File: src/rtl/gmd_pkg.sv
`timescale 1ns / 1ps
// Shared types and constants for the gradient magnitude/direction block.
// No dependencies.
package gmd_pkg;

    localparam int PIX_W   = 14;   // smoothed pixel
    localparam int GRAD_W  = 15;   // signed difference
    localparam int MAG_W   = 15;   // magnitude
    localparam int DIR_W   = 2;    // direction code
    localparam int COORD_W = 10;   // emitted column / row
    localparam int SIZE_W  = 11;   // frame_width / frame_height registers
    localparam int THR_W   = 15;   // magnitude_threshold register
    localparam int CFG_IDX_W  = 2;
    localparam int CFG_DATA_W = 15;

    // Line store word: {older row, previous row}
    localparam int WORD_W = 2 * PIX_W;

    // floor(a/3) == (a * RECIP3) >> RECIP3_SH for every a < 2**15
    localparam int RECIP3_W  = 15;
    localparam logic [RECIP3_W-1:0] RECIP3 = 15'd21846;
    localparam int RECIP3_SH = 16;
    localparam int THIRD_W   = PIX_W - 1;

    // Register indexes
    localparam logic [CFG_IDX_W-1:0] CFG_FRAME_WIDTH  = 2'd0;
    localparam logic [CFG_IDX_W-1:0] CFG_FRAME_HEIGHT = 2'd1;
    localparam logic [CFG_IDX_W-1:0] CFG_MAG_THRESH   = 2'd2;

    // Register reset values
    localparam logic [SIZE_W-1:0] FRAME_WIDTH_RST  = 11'd640;
    localparam logic [SIZE_W-1:0] FRAME_HEIGHT_RST = 11'd480;
    localparam logic [THR_W-1:0]  MAG_THRESH_RST   = 15'd192;

    // Direction codes
    localparam logic [DIR_W-1:0] DIR_WEAK  = 2'd0;
    localparam logic [DIR_W-1:0] DIR_HORIZ = 2'd1;
    localparam logic [DIR_W-1:0] DIR_VERT  = 2'd2;

    // One result to compute: position, four neighbours, end-of-beat mark
    typedef struct packed {
        logic [COORD_W-1:0] col;
        logic [COORD_W-1:0] row;
        logic [PIX_W-1:0]   left;
        logic [PIX_W-1:0]   right;
        logic [PIX_W-1:0]   up;
        logic [PIX_W-1:0]   down;
        logic               last;
    } t_desc;

    localparam int OUT_DATA_BITS = 2 * COORD_W + 2 * GRAD_W + MAG_W + DIR_W;
    localparam int OUT_DATA_W    = ((OUT_DATA_BITS + 7) / 8) * 8;
    localparam int IN_DATA_W     = ((PIX_W + 7) / 8) * 8;

endpackage

File: src/rtl/gmd_grad_calc.sv
`timescale 1ns / 1ps
// Gradient arithmetic pipeline: differences, magnitude, direction, output register.
// Depends on gmd_pkg.
module gmd_grad_calc
    import gmd_pkg::*;
(
    input  logic                  i_clk,
    input  logic                  i_rst_n,
    input  logic                  i_desc_valid,
    output logic                  o_desc_ready,
    input  t_desc                 i_desc,
    input  logic [THR_W-1:0]      i_threshold,
    output logic                  o_valid,
    input  logic                  i_ready,
    output logic [OUT_DATA_W-1:0] o_data,
    output logic                  o_last
);

    // stage 1: differences
    logic                     r_v1;
    logic [COORD_W-1:0]       r1_col, r1_row;
    logic                     r1_last;
    logic signed [GRAD_W-1:0] r1_gx, r1_gy;
    // stage 2: absolute values and dominance
    logic                     r_v2;
    logic [COORD_W-1:0]       r2_col, r2_row;
    logic                     r2_last;
    logic signed [GRAD_W-1:0] r2_gx, r2_gy;
    logic [MAG_W-1:0]         r2_sum;
    logic [PIX_W-1:0]         r2_big;
    logic                     r2_add, r2_xdom;
    // stage 3: third of the larger value
    logic                     r_v3;
    logic [COORD_W-1:0]       r3_col, r3_row;
    logic                     r3_last;
    logic signed [GRAD_W-1:0] r3_gx, r3_gy;
    logic [MAG_W-1:0]         r3_sum;
    logic [THIRD_W-1:0]       r3_third;
    logic                     r3_add, r3_xdom;
    // output register
    logic                     r_ov;
    logic [COORD_W-1:0]       r4_col, r4_row;
    logic                     r4_last;
    logic signed [GRAD_W-1:0] r4_gx, r4_gy;
    logic [MAG_W-1:0]         r4_mag;
    logic [DIR_W-1:0]         r4_dir;

    logic en1, en2, en3, en4;
    logic [PIX_W-1:0] ax, ay;
    logic x_big, y_big;
    logic [PIX_W+RECIP3_W-1:0] prod;
    logic [MAG_W-1:0] mag;

    assign en4 = !r_ov || i_ready;
    assign en3 = !r_v3 || en4;
    assign en2 = !r_v2 || en3;
    assign en1 = !r_v1 || en2;
    assign o_desc_ready = en1;

    always_comb begin
        ax    = r1_gx[GRAD_W-1] ? PIX_W'(-r1_gx) : PIX_W'(r1_gx);
        ay    = r1_gy[GRAD_W-1] ? PIX_W'(-r1_gy) : PIX_W'(r1_gy);
        x_big = MAG_W'(ax) > {ay, 1'b0};
        y_big = MAG_W'(ay) > {ax, 1'b0};
    end

    assign prod = r2_big * RECIP3;
    assign mag  = r3_sum + (r3_add ? MAG_W'(r3_third) : MAG_W'(0));

    always_ff @(posedge i_clk) begin
        if (!i_rst_n) begin
            r_v1 <= 1'b0;
            r_v2 <= 1'b0;
            r_v3 <= 1'b0;
            r_ov <= 1'b0;
        end else begin
            if (en1) r_v1 <= i_desc_valid;
            if (en2) r_v2 <= r_v1;
            if (en3) r_v3 <= r_v2;
            if (en4) r_ov <= r_v3;
        end
    end

    always_ff @(posedge i_clk) begin
        if (en1) begin
            r1_col  <= i_desc.col;
            r1_row  <= i_desc.row;
            r1_last <= i_desc.last;
            r1_gx   <= GRAD_W'(i_desc.right) - GRAD_W'(i_desc.left);
            r1_gy   <= GRAD_W'(i_desc.down) - GRAD_W'(i_desc.up);
        end
        if (en2) begin
            r2_col  <= r1_col;
            r2_row  <= r1_row;
            r2_last <= r1_last;
            r2_gx   <= r1_gx;
            r2_gy   <= r1_gy;
            r2_sum  <= MAG_W'(ax) + MAG_W'(ay);
            r2_big  <= x_big ? ax : ay;
            r2_add  <= x_big || y_big;
            r2_xdom <= ax > ay;
        end
        if (en3) begin
            r3_col   <= r2_col;
            r3_row   <= r2_row;
            r3_last  <= r2_last;
            r3_gx    <= r2_gx;
            r3_gy    <= r2_gy;
            r3_sum   <= r2_sum;
            r3_third <= prod[RECIP3_SH +: THIRD_W];
            r3_add   <= r2_add;
            r3_xdom  <= r2_xdom;
        end
        if (en4) begin
            r4_col  <= r3_col;
            r4_row  <= r3_row;
            r4_last <= r3_last;
            r4_gx   <= r3_gx;
            r4_gy   <= r3_gy;
            r4_mag  <= mag;
            if (mag < i_threshold) begin
                r4_dir <= DIR_WEAK;
            end else if (r3_xdom) begin
                r4_dir <= DIR_HORIZ;
            end else begin
                r4_dir <= DIR_VERT;
            end
        end
    end

    assign o_valid = r_ov;
    assign o_last  = r4_last;
    assign o_data  = {(OUT_DATA_W - OUT_DATA_BITS)'(0),
                      r4_dir, r4_mag, r4_gy, r4_gx, r4_row, r4_col};

endmodule

File: config.mk
export PLATFORM = sky130hd
export DESIGN_NAME = gmd_grad_calc
export DESIGN_NICKNAME = d
export VERILOG_FILES = /design/src/rtl/gmd_pkg.sv /design/src/rtl/gmd_grad_calc.sv
export SDC_FILE = /design/constraint.sdc
export NUM_CORES = 1
export LEC_CHECK = 0
export BUFFER_PORTS_ARGS = -buffer_cell sky130_fd_sc_hd__buf_2
export CORE_MARGIN = 2
export CORE_UTILIZATION = 46
export CTS_CLUSTER_SIZE = 30
export DETAILED_ROUTE_END_ITERATION = 16
export PLACE_DENSITY = 0.67
export SLEW_MARGIN = 0
export SYNTH_ARGS = -nofsm -noshare
export SYNTH_HDL_FRONTEND = slang
export SYNTH_SLANG_ARGS = --single-unit
File: constraint.sdc
create_clock -name i_clk -period 5.9 [get_ports i_clk]
set_clock_uncertainty 0.2 [all_clocks]
set_input_delay 1.77 -clock i_clk [delete_from_list [all_inputs] [get_ports i_clk]]
set_output_delay 1.77 -clock i_clk [all_outputs]
set_load 0.02 [all_outputs]
# --- Yosys cells after proc, flatten, opt, wreduce, memory -nomap -nowiden ---
# Index checks and enable logic that the tools add are counted.
word_totals:
  ff_bits: 286
  in_bits: 96
  out_inout_bits: 75
  elab_cells: 59
classes:
  addsub: 6
  multipliers: 1
  magnitude_cmp: 4
  mux: 5
  n_reduce_logical: 9
ops:
  columns: ["cell", "n"]
  rows:
  - ["14-bit two-way mux", 3]
  - ["14-bit by 15-bit greater-than comparator with 1-bit output", 2]
  - ["14-bit by 14-bit subtractor with 15-bit output", 2]
  - ["14-bit by 14-bit multiplier with 28-bit output (second input constant)", 1]
  - ["14-bit negator", 2]
  - ["14-bit by 14-bit adder with 15-bit output", 1]
  - ["15-bit by 13-bit adder with 15-bit output", 1]
  - ["15-bit < comparator", 1]
  - ["14-bit greater-than comparator", 1]
  - ["13-bit two-way mux", 1]
  - ["1-bit logical OR", 5]
  - ["1-bit zero test", 4]
  - ["2-bit two-way mux", 1]

# --- Longest topological paths before layout ---
logic_depth:
  ltp_word: 5
  depth_mapped: 19
  mapped_depth_nobuf: 18

# --- Worst setup path after synthesis ---
# OpenSTA, ideal clock, no wires.
synth_timing:
  kind: "register to register"
  start: "register r2_big[8]"
  end: "register r3_third[11], data pin"
  setup_time_ps: 282
  arrival_time_ps: 5031
  required_time_ps: 5418
  path_slack_ps: 387
  path_stages_with_launch: 18
  n_path_buf: 0
  synth_period_minus_slack_ps: 5513
  cell_sequence: "edfxtp_1 -> ha_1 -> ha_1 -> inv_1 -> fa_1 -> inv_1 -> fa_1 -> inv_1 -> fa_1 -> fa_1 -> inv_1 -> ha_1 -> and3_1 -> a221oi_1 -> o211ai_1 -> or2_2 -> a221oi_1 -> o311ai_0"
synth_via:
  elab_chain_cells: 1
synth_lines:
  columns: ["element", "line_no", "rtl"]
  rows:
  - ["start, declared", "gmd_grad_calc.sv:30", "logic [PIX_W-1:0] r2_big;"]
  - ["start signal, assigned", "gmd_grad_calc.sv:99", "r2_big <= x_big ? ax : ay;"]
  - ["14-bit by 14-bit multiplier with 28-bit output", "gmd_grad_calc.sv:67", "assign prod = r2_big * RECIP3;"]
  - ["named net prod[27]", "gmd_grad_calc.sv:51", "logic [PIX_W+RECIP3_W-1:0] prod;"]
  - ["end signal, assigned", "gmd_grad_calc.sv:110", "r3_third <= prod[RECIP3_SH +: THIRD_W];"]
  - ["end, declared", "gmd_grad_calc.sv:38", "logic [THIRD_W-1:0] r3_third;"]
# The timed path passes the listed nets, and every way through them passes these cells.
# A chain may end at the register's enable or synchronous reset.

# --- Worst setup path in the final report ---
layout_timing:
  start: "register r2_big[6]"
  end: "register r3_third[10], data pin"
# Same word-level chain as after synthesis.

==> flow_metrics.env <==
export IMPL_die_h_um=193
export IMPL_drtAntennaViolNets=0
export IMPL_fin_tns_setup_ps=0
export IMPL_fin_crit_sh_pct=96.4
export IMPL_holdCritStartpoint="r2_add"
export IMPL_tightest_slew_ps=1120
export IMPL_vias=10001
export IMPL_routedWlPerCell_um=16.3
export IMPL_synth_async_reset_ratio_pct=0
export IMPL_yosysWarnings=0
export IMPL_clock_sinks=286
export IMPL_antenna_found_initial=1
export IMPL_rows=69
export IMPL_synth_flop_cell="edfxtp_1"
export IMPL_synth_cells=1293
export IMPL_use_met2_pct=29.4
export IMPL_fmax_mhz=176
export IMPL_synth_area_um2=16500
export IMPL_grt_pass1_vias=9968
export IMPL_die_area_um2=37300
export IMPL_synth_edf_count=282
export IMPL_path_cells="buf_4 > ha_1 > ha_1 > fa_1 > fa_1 > fa_1 > inv_1 > fa_1 > inv_1 > ha_1 > a21o_1 > a221oi_2 > o211ai_1 > or2_2 > a41o_1 > o31ai_2 > xnor2_1"
export IMPL_finalSetupViolations=0
export IMPL_first_pass_iters=7
export IMPL_yosysUniqueCellTypes=62
export IMPL_portBuffers=165
export IMPL_cp_max_fo=4
export IMPL_insertion_delay_ps=550
export IMPL_final_hold_violation_count=0
export IMPL_endpoint_kind="flip-flop"
export IMPL_cts_hold_buffers=0
export IMPL_synth_area_top_cells="edfxtp_1 51%, ha_1 15%, fa_1 7.4%"
export IMPL_drc_errors=0
export IMPL_hold_path_class="reg -> reg"
export IMPL_drive_gt1_share_pct=15.6
export IMPL_cp_required_ps=6000
export IMPL_critPathLaunchType="flip-flop"
export IMPL_boundaryPins=171
export IMPL_r2r_start="r2_big[6]"
export IMPL_die_w_um=193
export IMPL_cts_root_buffer="clkbuf_16"
export IMPL_grt_pass1_wl_mm=51.7
export IMPL_grt_use_met1_pct=24.5
export IMPL_cts_tree="done"
export IMPL_synth_commonest_cells="282 x edfxtp_1, 218 x inv_1, 203 x ha_1, 73 x a21oi_1, 61 x fa_1"
export IMPL_synth_top_area_share_pct=51.5
export IMPL_worst_setup_path_startpoint="r2_big[6]"
export IMPL_max_stage_delay_ps=540
export IMPL_crit_slowest_cell="fa_1"
export IMPL_start_util_pct=46.5
export IMPL_slew_headroom_pct=25.5
export IMPL_fin_crit_ps=5690
export IMPL_outcome="finished clean"
export IMPL_grt_max_degree=82
export IMPL_htreeDepth=1
export IMPL_hpwl_mm=25.3
export IMPL_synth_largest_area_cell="edfxtp_1"
export IMPL_cp_arrival_ps=5790
export IMPL_core_um2=35400
export IMPL_slew_viol_final=0
export IMPL_ys_ff_latch=286
export IMPL_clkTransAtPathRegs_ps=60
export IMPL_gp_congestion=0.933
export IMPL_cts_made_buffers=28
export IMPL_crit_top_cell="fa_1"
export IMPL_syn_avg_cell_area_um2=12.7
export IMPL_synth_seq_area_share_pct=52.0
export IMPL_area_growth_syn_to_layout_pct=14.4
export IMPL_gr_max_usage_layer="met2"
export IMPL_viasPerCell=5.07
export IMPL_nets=1849
export IMPL_overflow=0
export IMPL_yosysMostFrequentCell="edfxtp_1"
export IMPL_max_cap_viol_count=0
export IMPL_grtUsageMet3_pct=2.64
export IMPL_grt_usage_pct=17.7
export IMPL_drt_initial_drc_count=588
export IMPL_crit_type="reg -> reg"
export IMPL_cts_max_path_buffers=3
export IMPL_rsz0062_at_grt="true"
export IMPL_drt_wl_total_mm=32.2
-- logic make-up after synthesis --
logic type | after synthesis | share of synthesized area [%]
AOI/OAI and AO/OA | 224 | 8.72
xor gates and xnor gates | 80 | 4.30
adders and majority gates | 264 | 22.9
buffers and inverters | 231 | 5.46
DFF | 286 | 52.0
muxes | 5 | 0.304
other | 1 | 0.0228
and+or+nand+nor | 202 | 6.37
-- routing by layer --
metal,routed length [um],part of all wire (%)
met1,14600,45
met3,1660,5.2
met2,15100,47
met4,811,2.5
met5,0,0
-- registers in the layout (all words and copies together), names as in the netlist, 13 cells and up --
name      cells
r1_gx        15
r1_gy        15
r2_gx        15
r2_gy        15
r2_sum       15
r3_gx        15
r3_gy        15
r3_sum       15
r4_gx        15
r4_gy        15
r4_mag       15
r2_big       14
r3_third     13
-- cell type report --
cell class	count	area, um^2
timing repair buffer	175	901
antenna	1	2.50
fill	3041	16600
multi-input combinational	780	7100
inverter	218	820
clock inverter	12	118
sequential	286	8550
tap	461	577
clock buffer	40	766
-- critical path, delay by kind of cell, from the launching register on --
family / cells / cell delay, ps
fa+ha+maj: 7 / 2960
compound gates: 5 / 1110
flops: 1 / 460
simple gates: 1 / 360
buf+inv: 3 / 260
xor+xnor: 1 / 90
-- timing repair --
item | 4_1_cts | 5_1_grt
hold endpoints to repair | 0 | 0
endpoints found under the setup margin | 0 | 5
resized for setup | 0 | 8
setup buffers | 0 | 1
-- worst paths after layout --
path	to	slack (ps)	cells past startpoint
hold reg to reg	r3_add	210	0
setup / recovery	r3_third[10]	210	17
hold / removal	r3_add	210	0
setup reg to reg	r3_third[10]	210	17
-- cells in the final DEF, fill, tap and decap left out, types with 6 or more instances in the layout --
cell type and count:
a21o_1 27, a21oi_1 73, a31oi_1 7, and2_1 16, and3_1 8, buf_2 165
buf_4 10, clkbuf_1 10, clkbuf_16 28, edfxtp_1 282, fa_1 61, ha_1 201
inv_1 216, nand2_1 37, nand2b_1 9, nand3_1 15, nand4_1 9, nor2_1 41
nor2b_1 19, nor3_1 18, o21a_1 13, o21ai_0 46, o21bai_1 6, or3_1 9
xnor2_1 41, xor2_1 38
-- through the flow --
stage | cells | setup slack (ps) | cell area (um^2) | hold slack [ps] | utilization [%]
6_report | 1973 | 211 | 18800 | 206 | 53.2
3_3_place_gp | 1919 | 146 | 17900 | 200 | 50.5
3_5_place_dp | 1919 | 52.1 | 17900 | 205 | 50.5
5_1_grt | 1972 | -13.7 | 18800 | 208 | 53.2
2_1_floorplan | 1297 | 387 | 16500 | 200 | -
4_1_cts | 1971 | 55.4 | 18800 | 200 | 53.0
Power is not shown: default switching activity piles up to over one toggle a cycle in this logic, so the estimate is an artifact.
